### src/rtl/rpd_pkg.sv
// ---------------------------------------------------------------------------
// rpd_pkg
// Shared constants, codes and types of the packet deframer.
// ---------------------------------------------------------------------------
package rpd_pkg;

   // Payload length at which the packet is dropped as an overflow
   localparam int unsigned MAX_PAYLOAD = 128;

   localparam int unsigned BYTE_W = 8;
   localparam int unsigned KIND_W = 2;

   // Framing characters
   localparam logic [BYTE_W-1:0] CH_START = 8'h24;  // '$'
   localparam logic [BYTE_W-1:0] CH_END   = 8'h23;  // '#'

   // Result codes
   typedef enum logic [KIND_W-1:0] {
      KIND_PAYLOAD  = 2'd0,
      KIND_GOOD     = 2'd1,
      KIND_BAD      = 2'd2,
      KIND_OVERFLOW = 2'd3
   } kind_type;

   // One result transaction
   typedef struct packed {
      kind_type          kind;
      logic [BYTE_W-1:0] payload_byte;
      logic [BYTE_W-1:0] packet_length;
      logic [BYTE_W-1:0] command_byte;
   } rsp_item_type;

   // Registered received byte handed to the core
   typedef struct packed {
      logic              valid;
      logic [BYTE_W-1:0] data;
   } beat_type;

   // Result handed from the core to the output buffer
   typedef struct packed {
      logic         valid;
      rsp_item_type item;
   } result_type;

endpackage

### src/rtl/rpd_if.sv
// ---------------------------------------------------------------------------
// rpd_if
// Valid/ready channels for received bytes and deframer results.
// ---------------------------------------------------------------------------
interface rpd_req_if import rpd_pkg::*; ();
   logic              valid;
   logic              ready;
   logic [BYTE_W-1:0] rx_byte;

   modport source (output valid, output rx_byte, input ready);
   modport sink   (input valid, input rx_byte, output ready);
endinterface

interface rpd_rsp_if import rpd_pkg::*; ();
   logic              valid;
   logic              ready;
   logic [KIND_W-1:0] kind;
   logic [BYTE_W-1:0] payload_byte;
   logic [BYTE_W-1:0] packet_length;
   logic [BYTE_W-1:0] command_byte;

   modport source (output valid, output kind, output payload_byte,
                   output packet_length, output command_byte, input ready);
   modport sink   (input valid, input kind, input payload_byte,
                   input packet_length, input command_byte, output ready);
endinterface

### src/rtl/rpd_in_stage.sv
// ---------------------------------------------------------------------------
// rpd_in_stage
// Input register: captures one received byte per transaction.
// ---------------------------------------------------------------------------
module rpd_in_stage import rpd_pkg::*; (
   input  logic      clock,
   input  logic      reset,
   rpd_req_if.sink   req_bus,
   input  logic      take,
   output beat_type  beat
);

   logic              valid_ff;
   logic              valid_in;
   logic [BYTE_W-1:0] data_ff;
   logic              accept;

   // Accept when empty or when the held byte moves on this cycle
   assign req_bus.ready = !valid_ff || take;
   assign accept        = req_bus.valid && req_bus.ready;

   always_comb begin
      valid_in = valid_ff;
      if (accept) begin
         valid_in = 1'b1;
      end else if (take) begin
         valid_in = 1'b0;
      end
   end

   // Hold the byte until the core takes it
   always_ff @(posedge clock) begin
      if (reset) begin
         valid_ff <= 1'b0;
      end else begin
         valid_ff <= valid_in;
      end
      if (accept) begin
         data_ff <= req_bus.rx_byte;
      end
   end

   assign beat.valid = valid_ff;
   assign beat.data  = data_ff;

endmodule

### src/rtl/rpd_core.sv
// ---------------------------------------------------------------------------
// rpd_core
// Framing state machine: running checksum, byte count and verdicts.
// ---------------------------------------------------------------------------
module rpd_core import rpd_pkg::*; (
   input  logic       clock,
   input  logic       reset,
   input  beat_type   beat,
   input  logic       take,
   output result_type result
);

   typedef enum logic [1:0] {
      PH_HUNT = 2'd0,
      PH_DATA = 2'd1,
      PH_HIGH = 2'd2,
      PH_LOW  = 2'd3
   } phase_type;

   phase_type         phase_ff,       phase_in;
   logic [BYTE_W-1:0] sum_ff,         sum_in;
   logic [BYTE_W-1:0] count_ff,       count_in;
   logic [BYTE_W-1:0] first_ff,       first_in;
   logic [3:0]        high_ff,        high_in;
   logic              digit_err_ff,   digit_err_in;

   logic [BYTE_W-1:0] c;
   logic [BYTE_W-1:0] count_next;
   logic [BYTE_W-1:0] first_next;
   logic [4:0]        digit;
   logic              bad;
   logic [BYTE_W-1:0] rx_sum;
   rsp_item_type      item;
   logic              res_valid;

   // Decode a lowercase hex digit: {bad, value}
   function automatic logic [4:0] hex_nibble(input logic [BYTE_W-1:0] ch);
      logic is_dec;
      logic is_hex;
      is_dec = (ch >= 8'h30) && (ch <= 8'h39);
      is_hex = (ch >= 8'h61) && (ch <= 8'h66);
      if (is_dec) begin
         hex_nibble = {1'b0, ch[3:0]};
      end else if (is_hex) begin
         hex_nibble = {1'b0, ch[3:0] + 4'd9};
      end else begin
         hex_nibble = 5'b10000;
      end
   endfunction

   assign c          = beat.data;
   assign count_next = count_ff + 8'd1;
   assign first_next = (count_ff == '0) ? c : first_ff;
   assign digit      = hex_nibble(c);
   assign bad        = digit[4] || digit_err_ff;
   assign rx_sum     = {high_ff, digit[3:0]};

   // Work out next state and the result for the byte in the input register
   always_comb begin
      phase_in     = phase_ff;
      sum_in       = sum_ff;
      count_in     = count_ff;
      first_in     = first_ff;
      high_in      = high_ff;
      digit_err_in = digit_err_ff;
      res_valid    = 1'b0;
      item         = '{kind: KIND_PAYLOAD, payload_byte: '0,
                       packet_length: '0, command_byte: '0};
      case (phase_ff)
         PH_HUNT: begin
            if (c == CH_START) begin
               sum_in       = '0;
               count_in     = '0;
               first_in     = '0;
               high_in      = '0;
               digit_err_in = 1'b0;
               phase_in     = PH_DATA;
            end
         end
         PH_DATA: begin
            if (c == CH_END) begin
               phase_in = PH_HIGH;
            end else begin
               first_in  = first_next;
               sum_in    = sum_ff + c;
               count_in  = count_next;
               res_valid = 1'b1;
               if (count_next >= BYTE_W'(MAX_PAYLOAD)) begin
                  item.kind          = KIND_OVERFLOW;
                  item.packet_length = count_next;
                  item.command_byte  = first_next;
                  phase_in           = PH_HUNT;
               end else begin
                  item.payload_byte = c;
               end
            end
         end
         PH_HIGH: begin
            high_in      = digit[3:0];
            digit_err_in = digit[4];
            phase_in     = PH_LOW;
         end
         PH_LOW: begin
            res_valid          = 1'b1;
            item.kind          = (!bad && (rx_sum == sum_ff)) ? KIND_GOOD : KIND_BAD;
            item.packet_length = count_ff;
            item.command_byte  = first_ff;
            phase_in           = PH_HUNT;
         end
         default: begin
            phase_in = PH_HUNT;
         end
      endcase
   end

   // Advance state only when a byte is taken
   always_ff @(posedge clock) begin
      if (reset) begin
         phase_ff     <= PH_HUNT;
         sum_ff       <= '0;
         count_ff     <= '0;
         first_ff     <= '0;
         high_ff      <= '0;
         digit_err_ff <= 1'b0;
      end else if (take) begin
         phase_ff     <= phase_in;
         sum_ff       <= sum_in;
         count_ff     <= count_in;
         first_ff     <= first_in;
         high_ff      <= high_in;
         digit_err_ff <= digit_err_in;
      end
   end

   assign result.valid = take && res_valid;
   assign result.item  = item;

endmodule

### src/rtl/rpd_out_buffer.sv
// ---------------------------------------------------------------------------
// rpd_out_buffer
// Two-entry result buffer: registers results and parts the two sides.
// ---------------------------------------------------------------------------
module rpd_out_buffer import rpd_pkg::*; (
   input  logic       clock,
   input  logic       reset,
   input  result_type result,
   output logic       full,
   rpd_rsp_if.source  rsp_bus
);

   rsp_item_type entry_ff [2];
   logic         wr_ptr_ff, wr_ptr_in;
   logic         rd_ptr_ff, rd_ptr_in;
   logic [1:0]   count_ff,  count_in;
   logic         pop;
   logic         push;
   rsp_item_type head;

   assign full = (count_ff == 2'd2);
   assign push = result.valid;
   assign pop  = rsp_bus.valid && rsp_bus.ready;

   always_comb begin
      wr_ptr_in = push ? !wr_ptr_ff : wr_ptr_ff;
      rd_ptr_in = pop  ? !rd_ptr_ff : rd_ptr_ff;
      count_in  = count_ff;
      if (push && !pop) begin
         count_in = count_ff + 2'd1;
      end else if (pop && !push) begin
         count_in = count_ff - 2'd1;
      end
   end

   // Advance pointers and store each new result
   always_ff @(posedge clock) begin
      if (reset) begin
         wr_ptr_ff <= 1'b0;
         rd_ptr_ff <= 1'b0;
         count_ff  <= '0;
      end else begin
         wr_ptr_ff <= wr_ptr_in;
         rd_ptr_ff <= rd_ptr_in;
         count_ff  <= count_in;
      end
      if (push) begin
         entry_ff[wr_ptr_ff] <= result.item;
      end
   end

   assign head                  = entry_ff[rd_ptr_ff];
   assign rsp_bus.valid         = (count_ff != '0);
   assign rsp_bus.kind          = head.kind;
   assign rsp_bus.payload_byte  = head.payload_byte;
   assign rsp_bus.packet_length = head.packet_length;
   assign rsp_bus.command_byte  = head.command_byte;

endmodule

### src/rtl/rsp_packet_deframer_unit.sv
// Path: the core decodes the held byte as it takes it and the buffer registers the result.
// Throughput: one received byte per cycle; the core takes a byte whenever the
// two-entry result buffer is not full, so a stalled sink stops intake once
// two results wait. Bytes that give no result leave the buffer untouched.
// Reset: synchronous, active high; clears the framing phase, the byte holding
// register and the result buffer, and the block hunts for a start character.
// ---------------------------------------------------------------------------
// rsp_packet_deframer_unit
// Deframes serial debug packets, passes payload and checks the checksum.
// ---------------------------------------------------------------------------
module rsp_packet_deframer_unit import rpd_pkg::*; (
   input  logic      clock,
   input  logic      reset,
   rpd_req_if.sink   req_bus,
   rpd_rsp_if.source rsp_bus
);

   beat_type   beat;
   result_type result;
   logic       full;
   logic       take;

   // Move the held byte into the core when the result side has room
   assign take = beat.valid && !full;

   rpd_in_stage u_in_stage (
      .clock   (clock),
      .reset   (reset),
      .req_bus (req_bus),
      .take    (take),
      .beat    (beat)
   );

   rpd_core u_core (
      .clock  (clock),
      .reset  (reset),
      .beat   (beat),
      .take   (take),
      .result (result)
   );

   rpd_out_buffer u_out_buffer (
      .clock   (clock),
      .reset   (reset),
      .result  (result),
      .full    (full),
      .rsp_bus (rsp_bus)
   );

endmodule

### src/flat_wrapper.sv
// flat-port wrapper written by rule: the top's interface ports become plain ports
module rsp_packet_deframer_unit_flat import rpd_pkg::*;
  (clock, reset, req_bus_valid, req_bus_rx_byte, req_bus_ready, rsp_bus_valid, rsp_bus_kind, rsp_bus_payload_byte, rsp_bus_packet_length, rsp_bus_command_byte, rsp_bus_ready);
  rpd_req_if req_bus_i ();
  rpd_rsp_if rsp_bus_i ();
  input  logic clock;
  input  logic reset;
  input wire logic [$bits(req_bus_i.valid)-1:0] req_bus_valid;
  input wire logic [$bits(req_bus_i.rx_byte)-1:0] req_bus_rx_byte;
  output wire logic [$bits(req_bus_i.ready)-1:0] req_bus_ready;
  output wire logic [$bits(rsp_bus_i.valid)-1:0] rsp_bus_valid;
  output wire logic [$bits(rsp_bus_i.kind)-1:0] rsp_bus_kind;
  output wire logic [$bits(rsp_bus_i.payload_byte)-1:0] rsp_bus_payload_byte;
  output wire logic [$bits(rsp_bus_i.packet_length)-1:0] rsp_bus_packet_length;
  output wire logic [$bits(rsp_bus_i.command_byte)-1:0] rsp_bus_command_byte;
  input wire logic [$bits(rsp_bus_i.ready)-1:0] rsp_bus_ready;
  assign req_bus_i.valid = req_bus_valid;
  assign req_bus_i.rx_byte = req_bus_rx_byte;
  assign req_bus_ready = req_bus_i.ready;
  assign rsp_bus_valid = rsp_bus_i.valid;
  assign rsp_bus_kind = rsp_bus_i.kind;
  assign rsp_bus_payload_byte = rsp_bus_i.payload_byte;
  assign rsp_bus_packet_length = rsp_bus_i.packet_length;
  assign rsp_bus_command_byte = rsp_bus_i.command_byte;
  assign rsp_bus_i.ready = rsp_bus_ready;
  rsp_packet_deframer_unit u_core (.clock(clock), .reset(reset), .req_bus(req_bus_i), .rsp_bus(rsp_bus_i));
endmodule
### config.mk
export PLATFORM = sky130hd
export DESIGN_NAME = rsp_packet_deframer_unit_flat
export DESIGN_NICKNAME = d
export VERILOG_FILES = /design/src/rtl/rpd_pkg.sv /design/src/rtl/rpd_if.sv /design/src/rtl/rpd_in_stage.sv /design/src/rtl/rpd_core.sv /design/src/rtl/rpd_out_buffer.sv /design/src/rtl/rsp_packet_deframer_unit.sv /design/src/flat_wrapper.sv
export SDC_FILE = /design/constraint.sdc
export NUM_CORES = 1
export LEC_CHECK = 0
export BUFFER_PORTS_ARGS = -buffer_cell sky130_fd_sc_hd__buf_2
export CORE_MARGIN = 4
export CORE_UTILIZATION = 40
export CTS_BUF_LIST = sky130_fd_sc_hd__clkbuf_4 sky130_fd_sc_hd__clkbuf_8
export CTS_CLUSTER_SIZE = 14
export DETAILED_ROUTE_END_ITERATION = 8
export GPL_ROUTABILITY_DRIVEN = 0
export PLACE_DENSITY_LB_ADDON = 0.12
export SETUP_SLACK_MARGIN = 0.5
export SLEW_MARGIN = 5
export SYNTH_ARGS = -nofsm -noshare
export SYNTH_HDL_FRONTEND = slang
export SYNTH_HIERARCHICAL = 1
export SYNTH_SLANG_ARGS = --single-unit
export TNS_END_PERCENT = 5
### constraint.sdc
create_clock -name clock -period 8.08 [get_ports clock]
set_input_delay 0.808 -clock clock [delete_from_list [all_inputs] [get_ports clock]]
set_output_delay 0.808 -clock clock [all_outputs]
set_load 0.02 [all_outputs]
* After elaboration in Yosys (flattened, before gate mapping)
Memories as Yosys holds them, arrays and structs flattened. A register that Yosys moved wholly into a read port is not among the register bits.
Cells that the tools add are included.
** Storage, ports and cells
- Bits in registers :: 44
- Output and inout port bits :: 28
- Latch bits :: 0
- Memories kept :: 1
- Logic and storage cells :: 96
- RAM bits :: 52
- Memory bits (read-only) :: 0
** Memory list
- u_core.u_out_buffer.entry_ff :: depth 2, bits a word 26, rd ports 1, clocked after Yosys merged registers in 1, wr ports 1, RTL line rpd_out_buffer.sv:13 : rsp_item_type entry_ff [2];
** Cells by class
- Muxes and demuxes :: 36
- $add $sub $neg :: 5
- Shift operators :: 0
- Bitwise operators :: 0
- Eq/ne operators :: 10
- Div/mod/pow operators :: 0
- Reductions and logical operators :: 28
- Order comparisons :: 5
- $mul :: 0
** Operators with widths (count)
- 8-bit two-way mux :: 7
- 8-bit case mux with 2 select lines :: 3
- 16-bit case mux with 2 select lines :: 1
- 26-bit two-way mux :: 1
- 8-bit by 6-bit equality test with 1-bit output (second input constant) :: 2
- 16-bit two-way mux :: 1
- 2-bit two-way mux :: 7
- 5-bit two-way mux :: 2
- 2-bit nonzero test :: 5
- 1-bit logical AND :: 9
- 8-bit by 1-bit adder with 8-bit output (second input constant) :: 1
- 8-bit adder :: 1
- 8-bit equality test :: 1
- 8-bit by 6-bit >= comparator with 1-bit output (second input constant) :: 1
- 8-bit by 7-bit >= comparator with 1-bit output (second input constant) :: 1
- 8-bit >= comparator (second input constant) :: 1
- 8-bit by 6-bit <= comparator with 1-bit output (second input constant) :: 1
- 8-bit by 7-bit <= comparator with 1-bit output (second input constant) :: 1
- 8-bit zero test :: 1
- 1-bit two-way mux :: 8
- 2-bit case mux with 4 select lines :: 1
- 4-bit case mux with 2 select lines :: 1
- 1-bit zero test :: 7
- 2-bit equality test (second input constant) :: 3
- other kinds (13) :: 17

* Depth between registers and ports, before layout
Gate-level depths: netlist of run 1.
- Depth in word-level cells :: 9
- Mapped depth :: 8

* Modules after synthesis
The synthesis of run 1 kept the hierarchy.
** By module, submodules not included
- rpd_core :: instances 1, area each 2404.8 um2, sequential area each 620.6 um2, cells each 297
- rpd_out_buffer :: instances 1, area each 2085.8 um2, sequential area each 1661.6 um2, cells each 103
- rpd_in_stage :: instances 1, area each 302.8 um2, sequential area each 260.2 um2, cells each 14
- rsp_packet_deframer_unit :: instances 1, area each 13.8 um2, sequential area each 0.0 um2, cells each 1

* Least setup slack after synthesis of run 1
Ideal clock, no wire load.
- Path type :: register to register
- Start :: reg u_core.u_out_buffer.count_ff[0]
- End :: mem u_core/u_out_buffer/entry_ff[0][0] in the netlist's numbering (enable)
- Data required time :: 7668 ps
- Slack :: 5037 ps
- Stages on the path, launching flop included :: 6
- Period minus slack after synthesis :: 3043 ps
- Buffers on the path :: 0
- Arrival :: 2631 ps
- Cell sequence :: dfxtp_1 and2b_2 nor2b_4 clkinv_1 a211oi_1 nor2b_1
** RTL lines
- start: declaration :: RTL line rpd_out_buffer.sv:16 : logic [1:0] count_ff, count_in;
- start signal: assignment :: RTL line rpd_out_buffer.sv:45 : count_ff <= count_in;
- end: declaration :: RTL line rpd_out_buffer.sv:13

==> flow_summary.toml, run 1 <==
[floorplan]
die_h_um = 118
dieArea_mm2 = 0.0138
die_w_um = 118
rows = 39
ios = 40
initial_core_util_pct = 41.4
core-area_mm2 = 0.0116

[setup_path]
crit_end = "rsp_bus_kind[1]"
ff2ff_setup_slack_ns = 5.30
worstReg2RegEnd = "u_core/u_out_buffer/entry_ff[0][9]"
r2r_start = "u_core/u_out_buffer/count_ff[0]"
worstSetupEndpointType = "output pin"
critical_path_class = "flip-flop to output pin"
worstPathArrival_ns = 2.14
rr_worst_depth = 6
crit_fanout = 26
startpoint_type = "flip-flop"
crit_required_ns = 7.27

[routing]
vias_per_cell = 5.67
drtAntennaViolNets = 0
vias = 3372
drt_pass1_iterations = 4
wl_per_cell_um = 17.8
drt-initial-drc-count = 288
wirelength_mm = 10.6
drc = 0

[run]
cap_violations = 0

[timing]
hold_ws_ns = 0.477
tns_ns = 0
fin_crit_ns = 2.94
slew_viol_final = 0
clock_skew_ns = 0.00992
max_freq_ghz = 0.340
fin_ws_ns = 5.14
rsz0062_at_grt = "false"
min_period_over_period_pct = 36.4
worstMarginPinSlew_ns = 1.22
setup_viol_count_final = 0
hold_violations = 0
max_slew_margin_pct = 18.7

[grt]
grt_overflow_total = 0
antenna_found_initial = 0
grtUsageTotal_pct = 16.2
grt_pass1_wl_mm = 17.8
grt_pass1_vias = 3371
grt_max_degree = 37

[cts]
cts_max_level = 3
cts_buffers = 9
clk_latency_ns = 0.38
cts-root-buf = "clkbuf_8"
clock_sinks = 97
cts_setup_buffers = 0
cts_tree = "built"
ctsHoldBuffers = 0
cts_resized = 0
clk_pin_slew_ns = 0.09
cts_buffer_depth = 2

[logic_synthesis]
ys_seq_area_share_pct = 52.9
yosysWarnings = 6
yosysTopAreaCell = "edfxtp_1"
netlist_top_cells_count = "edfxtp_1 (60), dfxtp_1 (37), mux2_2 (28), nand2_1 (28), a21oi_1 (23)"
synth_ff_type = "edfxtp_1"
mappedNetlistNets = 441
synthCells = 415
synth_edf_count = 60
synthTopCellsByArea = "edfxtp_1 (37%), dfxtp_1 (15%), mux2_2 (6.6%)"
synth_most_common_cell = "edfxtp_1"
synth_cell_type_count = 71
syn_avg_cell_area_um2 = 11.6
yosys.area.top_type_share_pct = 37.5
synthArstFlopShare_pct = 0
mappedNetlistArea_mm2 = 0.00481
ys_ff_latch = 97

[layout]
areaGrowthSynthToFinish_pct = 10.5
final_util_pct = 45.7
final_nets = 473
drive_above_1_share_pct = 23.5
antenna_cells = 0
nFillCells = 1096
layout.cells.non_filler = 595

[pwr]
p_leak_nw = 1.78
ir_worst_vdd_v = 0.0000844
powerDensity_mw_per_mm2 = 182

[placement]
placedCellCount = 579
place_worst_setup_slack_ns = 5.33
hpwl_mm = 7.12
io_buffers = 39

[outcome]
status = "finished clean"

[min_path]
hold_class = "flip-flop to flip-flop"
hold_start = "u_core/u_core/first_ff[5]"
-- placed cells by master, fill, tap and decap left out, types with 6 or more instances in the layout --
cell / netlist / routed
or3_1: 7 / 7
clkbuf_8: 0 / 9
xnor2_1: 8 / 8
nor3_1: 11 / 11
xor2_1: 6 / 6
a311oi_1: 7 / 7
o21ai_0: 12 / 12
dfxtp_1: 37 / 37
nor2_1: 17 / 17
buf_2: 8 / 39
a22oi_1: 6 / 6
and2_1: 15 / 15
nand2_1: 28 / 28
edfxtp_1: 60 / 60
inv_1: 11 / 11
a22o_1: 9 / 9
ha_1: 13 / 13
mux2_2: 28 / 28
a21oi_1: 23 / 23
nand3_1: 16 / 16
-- how the worst min path moves through the flow --
| stage | endpoint | slack [ns] | cells past startpoint |
|---|---|---|---|
| finish | u_core/u_core/first_ff[5] | 0.48 | 1 |
| global route | u_core/u_core/first_ff[6] | 0.51 | 1 |
| detailed placement | u_core/u_core/first_ff[5] | 0.46 | 1 |
| CTS | u_core/u_core/high_ff[3] | 0.48 | 2 |
| global placement | u_core/u_core/first_ff[6] | 0.46 | 1 |
| floorplan | u_core/u_core/first_ff[3] | 0.44 | 1 |
-- cell type report --
| cell class | instances | area (µm²) | share of cell area, % |
|---|---|---|---|
| Timing Repair Buffer | 42 | 218 | 4.10 |
| Clock buffer | 10 | 131 | 2.47 |
| Tap cell | 143 | 179 | 3.37 |
| Clock inverter | 6 | 90.1 | 1.70 |
| Multi-Input combinational cell | 284 | 2100 | 39.6 |
| Sequential cell | 97 | 2540 | 47.9 |
| Inverter | 13 | 48.8 | 0.919 |
-- per-stage QoR --
step                power (mW)  instance area [µm²]
finish                   0.965                 5310
global route              1.01                 5310
CTS                      0.978                 5310
detailed placement       0.624                 5090
global placement         0.624                 5090
floorplan                0.603                 4810
-- layer usage --
| metal | track usage [%] | wire (µm) | vias up |
|---|---|---|---|
| met2 | 23.8 | 4700 | 89 |
| met1 | 22.5 | 5160 | 1625 |
| li1 | - | - | 1640 |
| met3 | 4.08 | 446 | 18 |
| met4 | 7.03 | 263 | 0 |
| met5 | 0 | 0 | - |
-- registers in the layout (all words and copies together), names as in the netlist, named ones only --
signal                         flops
u_core/u_out_buffer/entry_ff      52
u_core/u_in_stage/data_ff          8
u_core/u_core/phase_ff             1
u_core/u_core/count_ff             8
u_core/u_core/sum_ff               8
u_core/u_out_buffer/count_ff       2
u_core/u_out_buffer/wr_ptr_ff      1
u_core/u_core/high_ff              4
u_core/u_out_buffer/rd_ptr_ff      1
u_core/u_in_stage/valid_ff         1
u_core/u_core/digit_err_ff         1
u_core/u_core/first_ff             8
-- worst max-delay path, cell delays in order (launching register included) --
cell	delay [ns]
dfxtp_1	1.14
mux2_2	0.45
buf_2	0.17
-- power breakdown --
part | leakage [nW] | switching, mW | internal, mW
sequential | 0.833 | 0.0175 | 0.526
clock | 0.112 | 0.173 | 0.180
combinational | 0.830 | 0.0366 | 0.0314
-- logic make-up after synthesis --
logic type / after synthesis / synth area share (%)
buffers and inverters: 34 / 3.44
DFF: 97 / 52.9
and+or+nand+nor: 129 / 15.4
AOI/OAI and AO/OA: 97 / 15.0
xor gates and xnor gates: 14 / 2.55
muxes: 30 / 6.98
adders and majority gates: 14 / 3.80
Note: power is estimated with default switching activity, not from simulation.
==> run 2: changes to the inputs <==
==> constraint.sdc (replaced) <==
create_clock -name clock -period 2.41 [get_ports clock]
set_input_delay 0.241 -clock clock [delete_from_list [all_inputs] [get_ports clock]]
set_output_delay 0.241 -clock clock [all_outputs]
set_load 0.02 [all_outputs]
==> flow_summary.toml, run 2 (synthesis gave the netlist of run 1 again) <==
[floorplan]
dieArea_mm2 = 0.0138
rows = 39
initial_core_util_pct = 41.4
core-area_mm2 = 0.0116
die_w_um = 118
die_h_um = 118
ios = 40

[grt]
use_met1_pct = 23.2
grt_pass1_vias = 3416
met2_usage_pct = 26.0
grt_overflow_total = 0
grtUsageTotal_pct = 17.0
grt_pass1_wl_mm = 18.7
grt_busiest_layer = "met2"
antenna_found_initial = 0
grt_max_degree = 27
met3_usage_pct = 4.32

[placement]
io_buffers = 39
hpwl_mm = 7.78
place_worst_setup_slack_ns = -0.0432

[cts]
cts_tree = "built"
cts_buffers = 9
clock_sinks = 97
clk_latency_ns = 0.37
clk_pin_slew_ns = 0.09
cts-root-buf = "clkbuf_8"
cts_buffer_depth = 2
cts_max_level = 3

[timing]
slew_viol_final = 0
clock_skew_ns = 0.00864
tns_ns = 0
rsz0062_at_grt = "true"
hold_violations = 0
worstMarginPinSlew_ns = 0.531
setup_viol_count_final = 0
max_slew_margin_pct = 64.6
fin_ws_ns = 0.175
min_period_over_period_pct = 92.8
fin_crit_ns = 2.24
max_freq_ghz = 0.447

[layout]
multi_input_area_mm2 = 0.00229
final_cell_mix = "edfxtp_1 (60), buf_4 (51), buf_2 (39)"
areaGrowthSynthToFinish_pct = 22.8
layout.area.seq_mm2 = 0.00254
largest_reg_flops = 52
regMostFlops = "u_core/u_out_buffer/entry_ff"
antenna_cells = 0
nFillCells = 1060
drive_above_1_share_pct = 36.4
final_nets = 526
final_common_cell = "edfxtp_1"

[routing]
drtAntennaViolNets = 0
vias = 3633
drc = 0
wl_per_cell_um = 17.9
vias_per_cell = 5.61
wirelength_mm = 11.6
drt_pass1_iterations = 5
drt-initial-drc-count = 269

[setup_path]
critPathBufInv = 1
worstPathArrival_ns = 2.37
crit_required_ns = 2.54
ff2ff_setup_slack_ns = 0.17
crit_end = "u_core/u_out_buffer/entry_ff[0][3]"
cp_slowest_stage_delay_ns = 0.58
crit_family = "simple AND/OR/NAND/NOR gates"
crit_start = "u_core/u_in_stage/data_ff[7]"
startpoint_type = "flip-flop"
critical_path_class = "flip-flop to flip-flop"
crit_fanout = 9
crit_chain = "or4b_4 -> nor4b_4 -> buf_4 -> a21oi_2 -> o21a_4 -> and2_1"
rr_worst_depth = 6
worstReg2RegEnd = "u_core/u_out_buffer/entry_ff[0][3]"
r2r_start = "u_core/u_in_stage/data_ff[7]"
worstSetupEndpointType = "flip-flop"
crit_cells = 6
cpMaxStageDelayCell = "or4b_4"

[min_path]
min_delay_path_depth = 1
hold_start = "req_bus_rx_byte[5]"
hold_class = "input pin to flip-flop"

[pwr]
p_leak_nw = 2.09
ir_worst_vdd_v = 0.000281
powerDensity_mw_per_mm2 = 540

[outcome]
status = "finished clean"

[run]
cap_violations = 0
## run 2: repair_timing
item	CTS	global route
gates cloned	1	1
pin swaps	10	7
setup endpoints to repair	136	136
buffers inserted	11	3
hold buffers	0	0
resized for setup	21	15
## run 2: through the flow
| stage | instances | hold slack, ns | area, µm² | util (%) | power (mW) |
|---|---|---|---|---|---|
| finish | 648 | 0.0446 | 5900 | 50.8 | 3.19 |
| detailed placement | 616 | 0.421 | 5400 | 46.5 | 2.13 |
| CTS | 644 | 0.0189 | 5800 | 49.9 | 3.23 |
| global route | 648 | 0.0239 | 5900 | 50.8 | 3.33 |
| floorplan | 415 | 0.303 | 4840 | - | 2.03 |
| global placement | 616 | 0.418 | 5400 | 46.5 | 2.13 |
## run 2: worst reg2reg max path, cell delays in order, from the launching register on
cell and delay [ns]:
edfxtp_1 0.40, or4b_4 0.58, nor4b_4 0.30, buf_4 0.21, a21oi_2 0.06, o21a_4 0.26
and2_1 0.19
## run 2: worst min-delay path by stage
stage / endpoint / slack, ns
final: u_core/u_in_stage/data_ff[5] / 0.04
after global routing: u_core/u_in_stage/data_ff[4] / 0.02
after detailed placement: u_core/u_in_stage/data_ff[5] / 0.42
after global placement: u_core/u_in_stage/data_ff[4] / 0.42
after CTS: u_core/u_in_stage/data_ff[5] / 0.02
after floorplan: u_core/u_in_stage/valid_ff / 0.30
## run 2: cell type report
cell class	instances	area share (%)
Clock inverter	6	1.10
Sequential cell	97	43.1
Inverter	13	0.848
Clock buffer	10	2.23
Timing Repair Buffer	94	10.9
Tap cell	143	3.03
Multi-Input combinational cell	285	38.9
## run 2: routing by layer
| metal | part of all wire, % | wire length [µm] |
|---|---|---|
| met4 | 2.2 | 261 |
| met2 | 46 | 5360 |
| met3 | 5.3 | 611 |
| met1 | 46 | 5370 |
| met5 | 0 | 0 |
## run 2: power breakdown
part           leakage (nW)  total [mW]  switching (mW)  internal (mW)
logic                  1.15       0.339           0.188          0.150
registers             0.845        1.78          0.0171           1.76
clock network        0.0983        1.07           0.574          0.495
total                  2.09        3.19           0.779           2.41
